<file path="src/spi_port_transaction_master_defines.svh">
// Assertion macros shared by the SPI port transaction master.
`ifndef SPI_PORT_TRANSACTION_MASTER_DEFINES_SVH
`define SPI_PORT_TRANSACTION_MASTER_DEFINES_SVH

// Same-cycle implication, checked on every rising clock edge outside reset.
`define SPTM_ASSERT_NOW(label, ante, cons, msg) \
	label: assert property (@(posedge clk) disable iff (!arst_n) (ante) |-> (cons)) \
		else $error(msg);

// Next-cycle implication, checked on every rising clock edge outside reset.
`define SPTM_ASSERT_NEXT(label, ante, cons, msg) \
	label: assert property (@(posedge clk) disable iff (!arst_n) (ante) |=> (cons)) \
		else $error(msg);

`endif

</file>
<file path="src/sptm_pkg.sv">
// Types and constants of the SPI port transaction master.
package sptm_pkg;

	typedef enum logic [4:0] {
		PH_IDLE  = 5'b00001,
		PH_CMD   = 5'b00010,
		PH_WDATA = 5'b00100,
		PH_POLL  = 5'b01000,
		PH_RDATA = 5'b10000
	} phase_t;

	localparam logic [1:0] FUNC_START_READ  = 2'd0;
	localparam logic [1:0] FUNC_START_WRITE = 2'd1;
	localparam logic [1:0] FUNC_SLOT        = 2'd2;

	localparam logic [1:0] STATUS_OK      = 2'd0;
	localparam logic [1:0] STATUS_TIMEOUT = 2'd1;
	localparam logic [1:0] STATUS_BAD_ACK = 2'd2;

	localparam logic [7:0] WRITE_FLAG  = 8'h80;
	localparam logic [7:0] PORT_MASK   = 8'h7f;
	localparam logic [7:0] POLL_BYTE   = 8'hff;
	localparam logic [7:0] ACK_READ    = 8'hc0;
	localparam logic [7:0] ACK_WRITE   = 8'h80;
	localparam logic [7:0] RETRY_RESET = 8'd100;

	// One result word as it is computed from one input word.
	typedef struct packed {
		logic       tx_valid;
		logic [7:0] tx_byte;
		logic       select_active;
		logic [2:0] select_index;
		logic       rd_valid;
		logic [7:0] rd_byte;
		logic       done_res;
		logic [1:0] status;
	} result_t;

endpackage

</file>
<file path="src/spi_port_transaction_master.sv">
// SPI port transaction master: command, write data, status poll and read data sequencing.
// Each input word is one start request or one completed SPI byte slot, and it yields exactly
// one result word. A word is registered on acceptance; once the result register is free, the
// transaction state is updated and the result is registered. One word can be accepted every
// cycle; input words are held off only while the result register is full and stalled.
// The retry limit register is written through its own port with ready always high.
`include "spi_port_transaction_master_defines.svh"

module spi_port_transaction_master #(
	parameter int NUM_TARGETS = 8
) (
	input  logic       clk,
	input  logic       arst_n,

	input  logic       cfg_valid,
	output logic       cfg_ready,
	input  logic [7:0] cfg_data,

	input  logic       item_valid,
	output logic       item_stall,
	input  logic [1:0] func,
	input  logic [6:0] port,
	input  logic [2:0] target,
	input  logic [7:0] length,
	input  logic [7:0] wdata,
	input  logic [7:0] rx_byte,

	output logic       res_valid,
	input  logic       res_stall,
	output logic       tx_valid,
	output logic [7:0] tx_byte,
	output logic       select_active,
	output logic [2:0] select_index,
	output logic       rd_valid,
	output logic [7:0] rd_byte,
	output logic       done_res,
	output logic [1:0] status
);

	// Targets beyond this count are refused; the compare is wide enough for the largest count.
	localparam logic [6:0] NumTargetsW = 7'(NUM_TARGETS);

	logic [7:0] retry_limit_q;

	logic       valid_s1;
	logic [1:0] func_s1;
	logic [6:0] port_s1;
	logic [2:0] target_s1;
	logic [7:0] length_s1;
	logic [7:0] wdata_s1;
	logic [7:0] rx_s1;

	sptm_pkg::phase_t phase_q, phase_d;
	logic       is_write_q, is_write_d;
	logic [2:0] cur_target_q, cur_target_d;
	logic [7:0] bytes_left_q, bytes_left_d;
	logic [7:0] poll_count_q, poll_count_d;

	logic       res_valid_q;
	sptm_pkg::result_t res_q, res_d;

	logic res_free;
	logic advance;
	logic accept;

	logic [7:0] poll_next;
	logic [7:0] ack_byte;
	logic [7:0] left_dec;

	assign cfg_ready  = 1'b1;
	assign res_free   = !res_valid_q || !res_stall;
	assign advance    = valid_s1 && res_free;
	assign item_stall = valid_s1 && !res_free;
	assign accept     = item_valid && !item_stall;

	always_ff @(posedge clk or negedge arst_n) begin
		if (!arst_n) begin
			retry_limit_q <= sptm_pkg::RETRY_RESET;
		end else if (cfg_valid) begin
			retry_limit_q <= cfg_data;
		end
	end

	always_ff @(posedge clk or negedge arst_n) begin
		if (!arst_n) begin
			valid_s1 <= 1'b0;
		end else if (accept) begin
			valid_s1 <= 1'b1;
		end else if (advance) begin
			valid_s1 <= 1'b0;
		end
	end

	always_ff @(posedge clk) begin
		if (accept) begin
			func_s1   <= func;
			port_s1   <= port;
			target_s1 <= target;
			length_s1 <= length;
			wdata_s1  <= wdata;
			rx_s1     <= rx_byte;
		end
	end

	assign poll_next = poll_count_q + 8'd1;
	assign left_dec  = bytes_left_q - 8'd1;
	assign ack_byte  = is_write_q ? sptm_pkg::ACK_WRITE : sptm_pkg::ACK_READ;

	always_comb begin
		phase_d      = phase_q;
		is_write_d   = is_write_q;
		cur_target_d = cur_target_q;
		bytes_left_d = bytes_left_q;
		poll_count_d = poll_count_q;
		res_d        = '0;

		if (func_s1 == sptm_pkg::FUNC_START_READ || func_s1 == sptm_pkg::FUNC_START_WRITE) begin
			if (phase_q == sptm_pkg::PH_IDLE && {4'b0000, target_s1} < NumTargetsW) begin
				is_write_d     = func_s1[0];
				cur_target_d   = target_s1;
				bytes_left_d   = length_s1;
				poll_count_d   = 8'd0;
				phase_d        = sptm_pkg::PH_CMD;
				res_d.tx_valid = 1'b1;
				res_d.tx_byte  = func_s1[0] ? ({1'b0, port_s1} | sptm_pkg::WRITE_FLAG)
					: ({1'b0, port_s1} & sptm_pkg::PORT_MASK);
			end
		end else if (func_s1 == sptm_pkg::FUNC_SLOT) begin
			case (phase_q)
				sptm_pkg::PH_CMD, sptm_pkg::PH_WDATA: begin
					res_d.tx_valid = 1'b1;
					if (is_write_q && bytes_left_q != 8'd0) begin
						bytes_left_d  = left_dec;
						phase_d       = sptm_pkg::PH_WDATA;
						res_d.tx_byte = wdata_s1;
					end else begin
						poll_count_d  = 8'd0;
						phase_d       = sptm_pkg::PH_POLL;
						res_d.tx_byte = sptm_pkg::POLL_BYTE;
					end
				end
				sptm_pkg::PH_POLL: begin
					// The retry limit is checked before the status byte, so it wins a tie.
					poll_count_d = poll_next;
					if (poll_next == retry_limit_q) begin
						res_d.done_res = 1'b1;
						res_d.status   = sptm_pkg::STATUS_TIMEOUT;
						phase_d        = sptm_pkg::PH_IDLE;
					end else if (rx_s1 == sptm_pkg::POLL_BYTE) begin
						res_d.tx_valid = 1'b1;
						res_d.tx_byte  = sptm_pkg::POLL_BYTE;
					end else if (rx_s1 != ack_byte) begin
						res_d.done_res = 1'b1;
						res_d.status   = sptm_pkg::STATUS_BAD_ACK;
						phase_d        = sptm_pkg::PH_IDLE;
					end else if (!is_write_q && bytes_left_q != 8'd0) begin
						phase_d        = sptm_pkg::PH_RDATA;
						res_d.tx_valid = 1'b1;
						res_d.tx_byte  = sptm_pkg::POLL_BYTE;
					end else begin
						res_d.done_res = 1'b1;
						res_d.status   = sptm_pkg::STATUS_OK;
						phase_d        = sptm_pkg::PH_IDLE;
					end
				end
				sptm_pkg::PH_RDATA: begin
					res_d.rd_valid = 1'b1;
					res_d.rd_byte  = rx_s1;
					bytes_left_d   = left_dec;
					if (left_dec != 8'd0) begin
						res_d.tx_valid = 1'b1;
						res_d.tx_byte  = sptm_pkg::POLL_BYTE;
					end else begin
						res_d.done_res = 1'b1;
						res_d.status   = sptm_pkg::STATUS_OK;
						phase_d        = sptm_pkg::PH_IDLE;
					end
				end
				default: begin
				end
			endcase
		end

		res_d.select_active = (phase_d != sptm_pkg::PH_IDLE);
		res_d.select_index  = cur_target_d;
	end

	always_ff @(posedge clk or negedge arst_n) begin
		if (!arst_n) begin
			phase_q      <= sptm_pkg::PH_IDLE;
			is_write_q   <= 1'b0;
			cur_target_q <= 3'd0;
			bytes_left_q <= 8'd0;
			poll_count_q <= 8'd0;
		end else if (advance) begin
			phase_q      <= phase_d;
			is_write_q   <= is_write_d;
			cur_target_q <= cur_target_d;
			bytes_left_q <= bytes_left_d;
			poll_count_q <= poll_count_d;
		end
	end

	always_ff @(posedge clk or negedge arst_n) begin
		if (!arst_n) begin
			res_valid_q <= 1'b0;
		end else if (advance) begin
			res_valid_q <= 1'b1;
		end else if (!res_stall) begin
			res_valid_q <= 1'b0;
		end
	end

	always_ff @(posedge clk) begin
		if (advance) begin
			res_q <= res_d;
		end
	end

	assign res_valid     = res_valid_q;
	assign tx_valid      = res_q.tx_valid;
	assign tx_byte       = res_q.tx_byte;
	assign select_active = res_q.select_active;
	assign select_index  = res_q.select_index;
	assign rd_valid      = res_q.rd_valid;
	assign rd_byte       = res_q.rd_byte;
	assign done_res      = res_q.done_res;
	assign status        = res_q.status;

	`SPTM_ASSERT_NOW(a_done_releases_select, res_valid_q && res_q.done_res, !res_q.select_active, "select still held on the word that ends the transaction")
	`SPTM_ASSERT_NOW(a_read_byte_context, res_valid_q && res_q.rd_valid, res_q.tx_valid || res_q.done_res, "read data word neither continues nor ends the transaction")
	`SPTM_ASSERT_NEXT(a_advance_updates_result, advance, res_valid_q && res_q.select_active == (phase_q != sptm_pkg::PH_IDLE), "result register does not match the new transaction state")

endmodule
</file>
<file path="config.mk">
export PLATFORM = sky130hd
export DESIGN_NAME = spi_port_transaction_master
export DESIGN_NICKNAME = d
export VERILOG_FILES = /design/src/sptm_pkg.sv /design/src/spi_port_transaction_master.sv
export VERILOG_INCLUDE_DIRS = /design/src /design/src/src
export SDC_FILE = /design/constraint.sdc
export NUM_CORES = 1
export LEC_CHECK = 0
export BUFFER_PORTS_ARGS = -buffer_cell sky130_fd_sc_hd__buf_2
export CORE_UTILIZATION = 30
export CTS_CLUSTER_DIAMETER = 150
export CTS_CLUSTER_SIZE = 10
export DETAILED_ROUTE_END_ITERATION = 10
export GPL_TIMING_DRIVEN = 0
export HOLD_SLACK_MARGIN = 0.03
export MAX_ROUTING_LAYER = met4
export PLACE_DENSITY = 0.57
export REMOVE_ABC_BUFFERS = 1
export SLEW_MARGIN = 25
export SYNTH_ARGS = -nofsm -noshare
export SYNTH_HDL_FRONTEND = slang
export SYNTH_SLANG_ARGS = --single-unit
</file>
<file path="constraint.sdc">
create_clock -name clk -period 3.1 [get_ports clk]
set_clock_uncertainty 0.2 [all_clocks]
set_input_delay 0.31 -clock clk [delete_from_list [all_inputs] [get_ports clk]]
set_output_delay 0.31 -clock clk [all_outputs]
set_load 0.1 [all_outputs]
</file>
Word-level counts from Yosys, hierarchy flattened:

Index checks and enable logic that the tools add are counted.

* add/sub/neg operators: 2
* equality and inequality tests: 15
* mux-type cells: 45
* bitwise gates (word level): 2
* reductions and logical operators: 25

Operators with widths (number)
* $mux W9: 9
* $mux W8: 10
* $mux W5: 8
* $pmux W8 S2: 2
* $pmux W9 S3: 1
* $mux W3: 7
* $reduce_bool A8 Y1: 2
* $pmux W5 S3: 1
* $reduce_and A5 Y1: 2
* $add A8 B1 Y8 const B: 1
* $eq A8 B8 Y1: 1
* $eq A8 B8 Y1 const B: 1
* $ne A8 B8 Y1: 1
* $sub A8 B1 Y8 const B: 1
* $mux W7: 1
* $ne A3 B3 Y1 const B: 2
* $pmux W3 S2: 1
* $reduce_bool A3 Y1: 2
* $eq A5 B1 Y1 const B: 1
* $eq A5 B2 Y1 const B: 1
* $eq A5 B3 Y1 const B: 1
* $eq A5 B4 Y1 const B: 1
* $eq A5 B5 Y1 const B: 1
* $logic_and A1 B1 Y1: 5
* other kinds (14): 26

* register bits: 96
* input port bits: 49
* output and inout port bits: 28
* logic and storage cells: 111

Longest topological paths before layout:

Gate-level depths: netlist (run 1).

* depth after elaboration: 10
* gate-level depth with buffers: 9
* depth with buffers taken out: 8

Worst setup path before layout (run 1):

No wires, ideal clock.

* path type: register -> register
* start point: reg res_valid_q (netlist: res_valid)
* end point: reg bytes_left_q[3]
* arrival time: 2.746 ns
* setup slack: 0.029 ns
* cell stages (with the launch flop): 9
* buffers on the path: 2
* period minus slack after synthesis: 3.071 ns
* cells stage by stage: dfrtp_1 nand2_1 and2_1 clkbuf_1 o21a_1 nand2_1 buf_2 o21ai_0 o21ai_1

* longest elaborated chain between the ends: 4

Ends and longest elaborated chain
* start, declared: line spi_port_transaction_master.sv:59 `logic res_valid_q;`
* start signal, assigned: line spi_port_transaction_master.sv:206 `res_valid_q <= 1'b0;`
* start signal, assigned: line spi_port_transaction_master.sv:208 `res_valid_q <= 1'b1;`
* start signal, assigned: line spi_port_transaction_master.sv:210 `res_valid_q <= 1'b0;`
* $logic_not A1 Y1: line spi_port_transaction_master.sv:71 `assign res_free = !res_valid_q || !res_stall;`
* $logic_or A1 B1 Y1: line spi_port_transaction_master.sv:71
* $logic_and A1 B1 Y1: line spi_port_transaction_master.sv:72 `assign advance = valid_s1 && res_free;`
* net advance: line spi_port_transaction_master.sv:63 `logic advance;`
* $reduce_and A5 Y1 (no source line)
* end signal, assigned: line spi_port_transaction_master.sv:199 `bytes_left_q <= bytes_left_d;`
* end, declared: line spi_port_transaction_master.sv:56 `logic [7:0] bytes_left_q, bytes_left_d;`

The timed path passes the listed nets, and every way through them passes these cells.
A chain may end at the register's enable or synchronous reset.

==> flow_summary_export.csv, run 1 <==
group,metric,value,unit
layout,filler_cells,1360,
floorplanning,starting_utilization_of_the_core_area,30.9,%
critical_path,reg2reg_end,"tx_byte[5]",
pwr,irDropWorstVdd,0.000345,V
yosys,ys_async_sr_fraction,36.5,%
critical_path,crit_arrival,2770,ps
global_routing,initial_antenna_violation_count,0,
pwr,power.combinational.fraction,21.9,%
cts,cts.root.buffer_cell,"sky130_fd_sc_hd__clkbuf_16",
cts,cts.reportedPaths.clkPinSlew,70,ps
yosys,synth_cell_types,60,
pwr,pwr-share-seq,49.1,%
global_routing,met1_demand_to_capacity_share_in_global_routing,16.8,%
cts,numClockSinks,96,
pwr,clock_power_share,29.0,%
critical_path,cp-startpoint,"poll_count_q[0]",
critical_path,reg2reg_path_depth,7,
layout,finalNetCount,532,
cts,cts.htree.levels,3,
cts,clk-insertion-delay-late,350,ps
global_routing,grt_first_pass_wirelength,15.2,mm
timing,final_count_of_hold_timing_violations,0,
critical_path,worst_setup_path_endpoint,"tx_byte[5]",
critical_path,r2r-start,"poll_count_q[0]",
route,post_dr_vias_cell,4.81,
yosys,yosys_warnings,0,
cts,cts_tree,"done",
pwr,static-leakage-power,2.29,nW
placed_design,gpl.final_weighted_congestion,0.845,
pwr,sw_frac_of_total,31.9,%
timing,maxSlewHeadroom,42.9,%
yosys,per_instance_average_area_after_synthesis,12.2,um2
route,wire_per_inst,14.4,um
critical_path,timing.critical_path.fanout_max,8,
pwr,power_density,603,nW/um2
yosys,post_synthesis_sequential_area_ratio,62.7,%
critical_path,register_to_register_path_setup_slack,190,ps
floorplanning,chipHeight,122,um
route,remaining_drc_errors,0,
layout,final_design_area_no_fill,5680,um2
pwr,switchingPower,1.09,mW
global_routing,grt_overflow,0,
run,cap_violations,0,
critical_path,crit_path_end_kind,"flop",
global_routing,grt_use_total,13.9,%
cts,cts_buffer_depth,2,
critical_path,startpoint_type,"flop",
placed_design,dp_hpwl,6.28,mm
floorplanning,die-width,122,um
cts,cts_made_buffers,9,
timing,clock.fmax,344,MHz
yosys,syn_inst,355,
timing,rsz0062_at_grt,"no",
route,dr_total_vias,3192,
placed_design,post-place-ws,-190,ps
timing,timing.final.crit_share,93.8,%
critical_path,worstPathRequired,2960,ps
floorplanning,core-area,14000,um2
min_path,hp-class,"primary input to flop",
yosys,dominantRegCellSynth,"sky130_fd_sc_hd__edfxtp_1",
floorplanning,floorplan.die_area,14900,um2
critical_path,worst-setup-path-type,"flop to flop",
yosys,ys_seq_elements,96,
route,first_iter_violations,116,
timing,finalWorstPathRequiredPeriod,2910,ps
layout,drive_above_1_share,25.4,%
global_routing,grt.met2_usage,21.8,%
route,drt-pass1-iter-count,4,
yosys,mappedNetlistArea,4330,um2
placed_design,io_buffers,75,
layout,area_growth_syn_to_layout,31.2,%
layout,num_antenna_cells,0,
route,ant_nets,0,
global_routing,largest_net_degree_at_the_start_of_global_routing,36,
timing,drv_slew,0,
global_routing,groute.layer.met3.usage,2.81,%
yosys,synth_enable_flop_cells,61,
floorplanning,num_ports,77,
global_routing,most_heavily_used_metal_layer_in_global_routing,"met2",
pwr,power_report.internal_total,2.33,mW
route,totalWireLength,9.54,mm
placed_design,place_area,4890,um2
floorplanning,fp-row-count,43,
global_routing,number_of_global_route_vias_before_repair,3219,
timing,finalSetupViolations,0,
timing,setup_slack,191,ps
timing,tightestPinTransition,857,ps
status,outcome,"completed",
## repair_timing
item,in CTS,in global routing
buffers inserted,0,5
hold buffers,47,0
endpoints found under the setup margin,1,10
gates resized for setup,1,2
hold endpoints to repair,77,0
## stage by stage
step                hold WS (ps)  instances  utilization (%)  power [mW]  setup TNS (ps)
floorplan                   -186        339                -        2.21               0
global placement             252        594             34.7        2.37            -129
detailed placement           267        596             35.0        2.39            -190
CTS                          151        659             40.2        3.46               0
global route                 175        664             40.6        3.60               0
finish                       157        664             40.6        3.42               0
## placed cells by master (no fill, tap or decap), types with 4 or more instances in the layout
cell and instances:
sky130_fd_sc_hd__inv_1 8, sky130_fd_sc_hd__nand4_1 13, sky130_fd_sc_hd__o21ai_1 4, sky130_fd_sc_hd__xor2_1 5, sky130_fd_sc_hd__clkbuf_16 9, sky130_fd_sc_hd__clkbuf_1 4, sky130_fd_sc_hd__and2_1 9, sky130_fd_sc_hd__and3_1 5
sky130_fd_sc_hd__xnor2_1 7, sky130_fd_sc_hd__nand2_1 29, sky130_fd_sc_hd__nand3_1 8, sky130_fd_sc_hd__nor2_1 29, sky130_fd_sc_hd__mux2_2 15, sky130_fd_sc_hd__ha_1 4, sky130_fd_sc_hd__dfrtp_1 31, sky130_fd_sc_hd__dfstp_2 4
sky130_fd_sc_hd__buf_4 5, sky130_fd_sc_hd__buf_2 75, sky130_fd_sc_hd__a31oi_1 7, sky130_fd_sc_hd__edfxtp_1 61, sky130_fd_sc_hd__nand2b_1 8, sky130_fd_sc_hd__dlygate4sd3_1 47, sky130_fd_sc_hd__a21oi_1 9, sky130_fd_sc_hd__o21ai_0 26
## flip-flops by register name, summed over array words and instances (netlist names), 2 cells and up
signal         cells
phase_q            5
length_s1          8
select_index       3
rd_byte            8
rx_s1              8
poll_count_q       8
wdata_s1           8
target_s1          3
tx_byte            8
bytes_left_q       8
cur_target_q       3
retry_limit_q      8
func_s1            2
port_s1            7
status             2
## Yosys cell counts (2+ instances only)
master | n | area share [%]
sky130_fd_sc_hd__ha_1 | 4 | 1.2
sky130_fd_sc_hd__nand2b_1 | 8 | 1.2
sky130_fd_sc_hd__o31ai_1 | 2 | 0.35
sky130_fd_sc_hd__a21o_1 | 2 | 0.35
sky130_fd_sc_hd__or3_1 | 3 | 0.43
sky130_fd_sc_hd__o211a_1 | 2 | 0.46
sky130_fd_sc_hd__xnor2_1 | 7 | 1.4
sky130_fd_sc_hd__nor4_1 | 3 | 0.43
sky130_fd_sc_hd__nor2_1 | 29 | 2.5
sky130_fd_sc_hd__dfstp_2 | 4 | 2.4
sky130_fd_sc_hd__or4b_1 | 2 | 0.46
sky130_fd_sc_hd__dfrtp_1 | 31 | 18
sky130_fd_sc_hd__mux2_2 | 15 | 3.9
sky130_fd_sc_hd__nand4_1 | 13 | 1.9
sky130_fd_sc_hd__buf_2 | 7 | 0.81
sky130_fd_sc_hd__o21ai_1 | 4 | 0.46
sky130_fd_sc_hd__xor2_1 | 5 | 1.0
sky130_fd_sc_hd__o22a_1 | 3 | 0.61
sky130_fd_sc_hd__a22o_1 | 2 | 0.40
sky130_fd_sc_hd__and2_1 | 11 | 1.6
sky130_fd_sc_hd__o2bb2ai_1 | 2 | 0.40
sky130_fd_sc_hd__nand3_1 | 8 | 0.93
sky130_fd_sc_hd__inv_1 | 8 | 0.69
sky130_fd_sc_hd__a31oi_1 | 7 | 1.0
sky130_fd_sc_hd__and3_1 | 6 | 0.87
sky130_fd_sc_hd__a21oi_1 | 9 | 1.0
sky130_fd_sc_hd__edfxtp_1 | 61 | 42
sky130_fd_sc_hd__o21ai_0 | 26 | 3.0
sky130_fd_sc_hd__o221ai_1 | 2 | 0.40
sky130_fd_sc_hd__nand2_1 | 29 | 2.5
sky130_fd_sc_hd__clkbuf_1 | 7 | 0.61
sky130_fd_sc_hd__nor3_1 | 4 | 0.46
sky130_fd_sc_hd__buf_4 | 2 | 0.35
## final cells by class
class	instances	area, um2	area share, %
inverter	9	33.8	0.595
sequential	96	2710	47.8
tap	180	225	3.97
clock buffer	13	240	4.23
clock inverter	3	18.8	0.331
timing repair buffer	129	923	16.3
multi-input combinational	234	1520	26.8
## routing by layer
metal	routed length, um	vias to the layer above	part of all wire [%]
met5	0	-	0
met4	207	0	2.2
met3	454	17	4.8
met2	4520	89	47
met1	4360	1513	46
li1	-	1573	-
## power by group through the flow
stage          Clock [mW]  Combinational (mW)  Sequential (mW)
3_3_place_gp            0               0.670             1.70
5_1_grt              1.07               0.822             1.70
6_report            0.992               0.751             1.68
4_1_cts              1.04               0.744             1.68
2_1_floorplan           0               0.317             1.89
3_5_place_dp            0               0.692             1.70
## critical path, cell delays in order, from the launching register on
cell and delay, ps:
sky130_fd_sc_hd__dfrtp_1 460, sky130_fd_sc_hd__ha_1 360, sky130_fd_sc_hd__xor2_1 150, sky130_fd_sc_hd__a311oi_1 200
sky130_fd_sc_hd__o2111ai_1 230, sky130_fd_sc_hd__or4_4 490, sky130_fd_sc_hd__nand4b_1 400, sky130_fd_sc_hd__nand4_1 150
## worst min path at each step
stage          slack, ps                to  cells past startpoint       from
2_1_floorplan       -190   bytes_left_q[0]                      0     arst_n
3_3_place_gp         250  retry_limit_q[0]                      1     arst_n
3_5_place_dp         270  retry_limit_q[4]                      1     arst_n
4_1_cts              150  retry_limit_q[0]                      2  cfg_valid
5_1_grt              180  retry_limit_q[3]                      2  cfg_valid
6_report             160  retry_limit_q[3]                      2  cfg_valid
## kinds of logic after synthesis
kind of cell	Yosys count	synth area share [%]
and+or+nand+nor	125	15.4
DFF	96	62.7
AOI/OAI and AO/OA	76	11.5
buffers and inverters	25	2.54
muxes	16	4.14
xor gates and xnor gates	12	2.43
adders and majority gates	4	1.16
other	1	0.0867
Note: power is estimated with default switching activity, not from simulation.
==> run 2, diff against run 1 <==
--- a/config.mk
+++ b/config.mk
@@ -15,7 +15,6 @@
 export HOLD_SLACK_MARGIN = 0.03
 export MAX_ROUTING_LAYER = met4
 export PLACE_DENSITY = 0.57
-export REMOVE_ABC_BUFFERS = 1
 export SLEW_MARGIN = 25
 export SYNTH_ARGS = -nofsm -noshare
 export SYNTH_HDL_FRONTEND = slang
==> constraint.sdc (replaced) <==
create_clock -name clk -period 3.6 [get_ports clk]
set_clock_uncertainty 0.2 [all_clocks]
set_input_delay 0.36 -clock clk [delete_from_list [all_inputs] [get_ports clk]]
set_output_delay 0.36 -clock clk [all_outputs]
set_load 0.1 [all_outputs]
==> run 2 against run 1 <==
Effect of this change: critical path depth is the same; via count increased by 0.88%; design area is 0.33% lower; global-route usage fell by 0.083 points; worst setup slack better by 570 ps; sequential power fell by 16%; combinational power is 10% lower; critical path type unchanged; largest cell class unchanged; highest routed layer unchanged.
==> flow_summary_export.csv, run 2 (synthesized netlist as in run 1, its figures left out) <==
group,metric,value,unit
timing,finalWorstPathRequiredPeriod,2840,ps
cts,cts_made_buffers,9,
pwr,clock_power_share,31.7,%
pwr,pwr-share-seq,46.2,%
timing,final_count_of_hold_timing_violations,0,
yosys,synth_nets,408,
critical_path,worstPathRequired,3470,ps
timing,maxSlewHeadroom,44.8,%
critical_path,worst-setup-path-type,"flop to flop",
layout,filler_cells,1341,
floorplanning,fp-row-count,43,
route,totalWireLength,9.42,mm
timing,timing.final.crit_share,78.9,%
layout,num_antenna_cells,0,
timing,tightestPinTransition,829,ps
run,cap_violations,0,
layout,layout_commonest_cell,"sky130_fd_sc_hd__buf_2",
cts,cts_tree,"done",
layout,area_growth_syn_to_layout,30.8,%
floorplanning,floorplan.die_area,14900,um2
layout,drive_above_1_share,26.6,%
global_routing,number_of_global_route_vias_before_repair,3206,
timing,fin_tns_setup,0,ps
cts,cts.htree.levels,3,
layout,finalNetCount,533,
cts,cts.reportedPaths.clkPinSlew,70,ps
global_routing,grt_first_pass_wirelength,15.2,mm
route,dr_total_vias,3220,
critical_path,crit_arrival,2710,ps
pwr,static-leakage-power,2.31,nW
cts,cts.root.buffer_cell,"sky130_fd_sc_hd__clkbuf_16",
route,ant_nets,0,
floorplanning,die-width,122,um
timing,clock.fmax,352,MHz
critical_path,startpoint_type,"flop",
pwr,power_density,540,nW/um2
critical_path,crit_path_end_kind,"flop",
placed_design,dp_hpwl,6.47,mm
timing,finalSetupViolations,0,
pwr,power.combinational.fraction,22.1,%
pwr,power_report.internal_total,2.08,mW
cts,post_cts_setup_driven_buffer_insertion_count,0,
cts,cts_buffer_depth,2,
floorplanning,core-area,14000,um2
layout,final_core_utilization,40.5,%
placed_design,io_buffers,74,
pwr,switchingPower,0.969,mW
timing,rsz0062_at_grt,"no",
layout,most-common-layout-cells,"sky130_fd_sc_hd__buf_2 (81), sky130_fd_sc_hd__edfxtp_1 (61), sky130_fd_sc_hd__dlygate4sd3_1 (38)",
floorplanning,chipHeight,122,um
route,remaining_drc_errors,0,
route,first_iter_violations,115,
placed_design,gpl.final_weighted_congestion,0.881,
critical_path,timing.critical_path.fanout_max,8,
global_routing,grt_use_total,13.8,%
route,post_dr_vias_cell,4.84,
pwr,irDropWorstVdd,0.000294,V
floorplanning,starting_utilization_of_the_core_area,30.9,%
global_routing,grt_overflow,0,
min_path,hp-class,"primary input to flop",
critical_path,register_to_register_path_setup_slack,760,ps
global_routing,largest_net_degree_at_the_start_of_global_routing,36,
route,drt-pass1-iter-count,4,
route,wire_per_inst,14.2,um
global_routing,initial_antenna_violation_count,0,
pwr,sw_frac_of_total,31.7,%
floorplanning,num_ports,77,
timing,drv_slew,0,
cts,numClockSinks,96,
cts,clk-insertion-delay-late,350,ps
status,outcome,"completed",
run 2: cell count changes in the layout (fill, tap and decap cells not counted), sizes merged:
| cell | delta |
|---|---|
| dlygate4sd3 | -9 |
| clkbuf | +3 |
| buf | +3 |
| inv | +3 |
| bufinv | +1 |
| clkinvlp | -1 |
| clkinv | +1 |
run 2: layout make-up:
| cell class | count | area (um2) | area share [%] |
|---|---|---|---|
| Tap cell | 180 | 225 | 3.98 |
| Buffer | 16 | 77.6 | 1.37 |
| Inverter | 9 | 33.8 | 0.597 |
| Clock buffer | 9 | 225 | 3.98 |
| Sequential cell | 96 | 2710 | 47.9 |
| Clock inverter | 7 | 76.3 | 1.35 |
| Multi-Input combinational cell | 234 | 1510 | 26.7 |
| Timing Repair Buffer | 114 | 798 | 14.1 |
run 2: repair_timing:
item	CTS	global route
resized for setup	0	0
hold buffers	38	0
setup endpoints to repair	0	0
hold endpoints to repair	68	0
run 2: worst paths after layout:
kind / start / endpoint / depth (start not counted)
max: poll_count_q[0] / tx_byte[4] / 7
min: cfg_data[1] / retry_limit_q[1] / 2
max reg2reg: poll_count_q[0] / tx_byte[4] / 7
min reg2reg: valid_s1 / res_valid / 1
max in group asynchronous: arst_n / bytes_left_q[0] / 2
min in group asynchronous: arst_n / retry_limit_q[0] / 2
run 2: metal layers:
layer	part of all wire, %	track usage (%)	vias to the layer above	wire [um]
met4	2.2	7.32	0	210
met5	0	-	-	0
met1	46	16.5	1551	4320
met3	3.4	2.67	17	316
li1	-	-	1581	-
met2	49	22.0	71	4570
run 2: stage by stage:
step / area, um2 / worst slack, ps / instances / hold slack, ps / power, mW
finish: 5660 / 761 / 665 / 45.0 / 3.05
global route: 5660 / 552 / 665 / 34.3 / 3.21
CTS: 5650 / 743 / 665 / 32.1 / 3.09
detailed placement: 4970 / 769 / 611 / 281 / 2.08
global placement: 4920 / 136 / 609 / 263 / 2.05
floorplan: 4330 / 529 / 355 / -136 / 1.91
run 2: power groups by stage:
stage,logic [mW],registers [mW],clock network (mW)
2_1_floorplan,0.313,1.60,0
5_1_grt,0.743,1.43,1.04
6_report,0.675,1.41,0.969
4_1_cts,0.678,1.41,0.999
3_3_place_gp,0.623,1.43,0
3_5_place_dp,0.645,1.43,0
run 2: worst max-delay path, stage by stage, from the launching register on:
cell and delay, ps:
sky130_fd_sc_hd__dfrtp_1 460, sky130_fd_sc_hd__ha_1 350, sky130_fd_sc_hd__xor2_1 150, sky130_fd_sc_hd__a311oi_1 200
sky130_fd_sc_hd__o2111ai_1 220, sky130_fd_sc_hd__or4_4 490, sky130_fd_sc_hd__nand4b_1 340, sky130_fd_sc_hd__nand4_1 150
==> run 3, diff against run 2 <==
--- a/config.mk
+++ b/config.mk
@@ -6,6 +6,7 @@
 export SDC_FILE = /design/constraint.sdc
 export NUM_CORES = 1
 export LEC_CHECK = 0
+export ABC_AREA = 1
 export BUFFER_PORTS_ARGS = -buffer_cell sky130_fd_sc_hd__buf_2
 export CORE_UTILIZATION = 30
 export CTS_CLUSTER_DIAMETER = 150
@@ -14,7 +15,7 @@
 export GPL_TIMING_DRIVEN = 0
 export HOLD_SLACK_MARGIN = 0.03
 export MAX_ROUTING_LAYER = met4
-export PLACE_DENSITY = 0.57
+export PLACE_DENSITY = 0.59
 export SLEW_MARGIN = 25
 export SYNTH_ARGS = -nofsm -noshare
 export SYNTH_HDL_FRONTEND = slang
==> constraint.sdc (replaced) <==
create_clock -name clk -period 2.6 [get_ports clk]
set_clock_uncertainty 0.2 [all_clocks]
set_input_delay 0.26 -clock clk [delete_from_list [all_inputs] [get_ports clk]]
set_output_delay 0.26 -clock clk [all_outputs]
set_load 0.1 [all_outputs]
==> run 3 against run 2 <==
Effect of this change: non-clock buffer count grew 1; combinational power grew 50%; design area rose by 6.9%; clock power up 36%; total power is 39% higher; synthesized area rose by 6.7%; count of clock-buffer cells in the layout unchanged; sequential power rose by 35%.
==> flow_summary_export.csv, run 3 <==
group,metric,value,unit
critical_path,timing.critical_path.fanout_max,5,
route,wire_per_inst,12.9,um
yosys,post-synth-top-area-fraction,39.7,%
status,outcome,"completed",
timing,tightestPinTransition,848,ps
min_path,hp-class,"flop to flop",
yosys,per_instance_average_area_after_synthesis,9.84,um2
critical_path,crit_path_max_incr_delay,450,ps
critical_path,startpoint_type,"flop",
cts,cts_made_buffers,9,
layout,final_design_area_no_fill,6050,um2
route,post_dr_vias_cell,4.49,
layout,layout_commonest_cell,"sky130_fd_sc_hd__nand2_1",
layout,filler_cells,1476,
timing,finalSetupViolations,0,
pwr,p_total,4.25,mW
layout,drive_above_1_share,26.9,%
cts,cts.reportedPaths.clkPinSlew,70,ps
cts,clk-insertion-delay-late,350,ps
floorplanning,starting_utilization_of_the_core_area,31.3,%
layout,final_core_utilization,41.0,%
timing,timing.final.crit_share,92.3,%
global_routing,number_of_global_route_vias_before_repair,3615,
layout,area_growth_syn_to_layout,31.2,%
yosys,synth_enable_flop_cells,61,
cts,post_cts_setup_driven_buffer_insertion_count,0,
global_routing,grt_first_pass_wirelength,17.3,mm
placed_design,io_buffers,75,
route,remaining_drc_errors,0,
floorplanning,die-width,126,um
route,dr_total_vias,3561,
yosys,synth_nets,522,
critical_path,worstPathRequired,2510,ps
critical_path,crit_path_frequent_cell,"sky130_fd_sc_hd__nand2_1",
timing,final_count_of_hold_timing_violations,0,
yosys,dominantRegCellSynth,"sky130_fd_sc_hd__edfxtp_1",
global_routing,largest_net_degree_at_the_start_of_global_routing,37,
yosys,synth_top_area_cell,"sky130_fd_sc_hd__edfxtp_1",
layout,sequential_cell_area,2720,um2
floorplanning,floorplan.die_area,15900,um2
critical_path,reg2reg_path_depth,15,
yosys,yosys_warnings,0,
yosys,post_synthesis_sequential_area_ratio,58.8,%
placed_design,place_area,5280,um2
yosys,synth_cell_types,42,
global_routing,most_heavily_used_metal_layer_in_global_routing,"met2",
critical_path,crit_path_end_kind,"flop",
placed_design,dp_hpwl,7.27,mm
timing,clock.fmax,417,MHz
floorplanning,chipHeight,126,um
global_routing,groute.layer.met3.usage,3.99,%
floorplanning,core-area,14800,um2
timing,rsz0062_at_grt,"no",
global_routing,initial_antenna_violation_count,0,
timing,finalWorstPathRequiredPeriod,2400,ps
cts,cts.htree.levels,3,
critical_path,cp_slowest_cell,"sky130_fd_sc_hd__dfrtp_1",
pwr,power_density,702,nW/um2
critical_path,crit_arrival,2310,ps
route,drt-pass1-iter-count,4,
cts,numClockSinks,96,
timing,setup_slack,200,ps
pwr,irDropWorstVdd,0.000357,V
run,cap_violations,0,
placed_design,post-place-ws,197,ps
floorplanning,fp-row-count,44,
layout,num_antenna_cells,0,
yosys,post-synth-top-count-cell,"sky130_fd_sc_hd__nand2_1",
route,ant_nets,0,
yosys,ys_seq_elements,96,
yosys,synth.cells.most_frequent,"sky130_fd_sc_hd__nand2_1 (115), sky130_fd_sc_hd__edfxtp_1 (61), sky130_fd_sc_hd__inv_1 (53)",
layout,multiInputGateArea,1620,um2
critical_path,worst-setup-path-type,"flop to flop",
min_path,timing.hold.worst_path_depth,2,
timing,maxSlewHeadroom,43.4,%
cts,cts_buffer_depth,2,
critical_path,cell_chain_of_the_critical_path,"ha_1, nand2_2, nor2_4, nand2_1, nand2_1, nand3_1, inv_1, nor2_1, nand3_2, nand3_2, nand2_2, nand2_1, nand2_1, nor2_1, nand2_1",
layout,finalNetCount,657,
yosys,ys_async_sr_fraction,36.5,%
global_routing,grt.met2_usage,24.0,%
placed_design,gpl.final_weighted_congestion,0.795,
layout,most-common-layout-cells,"sky130_fd_sc_hd__nand2_1 (113), sky130_fd_sc_hd__buf_2 (75), sky130_fd_sc_hd__edfxtp_1 (61)",
route,first_iter_violations,183,
cts,cts.root.buffer_cell,"sky130_fd_sc_hd__clkbuf_16",
floorplanning,num_ports,77,
yosys,syn_inst,469,
global_routing,met1_demand_to_capacity_share_in_global_routing,16.8,%
yosys,synth.top_cells.by_area,"sky130_fd_sc_hd__edfxtp_1 (40%), sky130_fd_sc_hd__dfrtp_1 (17%), sky130_fd_sc_hd__nand2_1 (9.4%)",
yosys,mappedNetlistArea,4610,um2
timing,drv_slew,0,
route,totalWireLength,10.2,mm
global_routing,grt_overflow,0,
cts,cts_tree,"done",
global_routing,grt_use_total,14.4,%
pwr,static-leakage-power,2.69,nW
timing,fin_tns_setup,0,ps
==> run 3: changes by cell type after synthesis, sizes merged, moves of 13 or more <==
cell	change
nand2	+96
inv	+58
nand3	+28
nor2	+16
mux2	-13
==> run 3: per-layer routing <==
metal  wire, um  vias to the layer above
li1           -                     1811
met1       4740                     1657
met2       4920                       78
met3        379                       15
met4        168                        0
met5          0                        -
==> run 3: path summary, 6_finish.rpt <==
| check | startpoint | slack [ps] | end |
|---|---|---|---|
| min in group asynchronous | arst_n | 370 | bytes_left_q[7] |
| hold / removal | cur_target_q[1] | 290 | cur_target_q[1] |
| setup reg to reg | poll_count_q[0] | 200 | select_active |
| max in group asynchronous | arst_n | 1210 | res_valid |
| hold reg to reg | cur_target_q[1] | 290 | cur_target_q[1] |
| setup / recovery | poll_count_q[0] | 200 | select_active |
==> run 3: area by class of cell <==
cell class	count	area share, %
Sequential cell	96	44.9
Multi-Input combinational cell	298	26.7
Timing Repair Buffer	124	14.6
Inverter	68	4.28
Tap cell	184	3.80
Clock buffer	9	3.72
Clock inverter	7	1.18
Buffer	7	0.806
==> run 3: logic make-up (layout without fill, tap and decap cells) <==
family,after synthesis,in the layout,share of synthesized area [%]
simple gates,222,222,23.7
flops,96,96,58.8
buf+inv,75,215,6.59
compound gates,60,60,7.51
xor+xnor,8,8,1.52
fa+ha+maj,4,4,1.08
mux,3,3,0.705
other cells,1,1,0.0813
==> run 3: critical path, delay by kind of cell, from the launching register on <==
| kind | cells | cell delay, ps |
|---|---|---|
| flip-flops | 1 | 450 |
| adder cells (fa/ha/maj) | 1 | 250 |
| buffers and inverters | 1 | 50 |
| AND/OR/NAND/NOR | 13 | 1220 |
==> run 3: timing repair <==
item                       4_1_cts  5_1_grt
hold buffers                    48        0
setup endpoints to repair        0        0
resized for setup                0        0
hold endpoints to repair        77        0
==> run 3: report_power, final <==
group | switching [mW] | leakage [nW] | internal [mW] | total, mW
Sequential | 0.101 | 1.01 | 1.81 | 1.91
Combinational | 0.711 | 1.54 | 0.300 | 1.01
Clock | 0.579 | 0.139 | 0.745 | 1.32
Total | 1.39 | 2.69 | 2.86 | 4.25
==> run 3: per-stage QoR <==
| step | cells | hold slack [ps] |
|---|---|---|
| after global routing | 793 | 315 |
| final | 793 | 289 |
| after global placement | 728 | 219 |
| after detailed placement | 729 | 219 |
| after floorplan | 469 | -236 |
| after CTS | 793 | 292 |
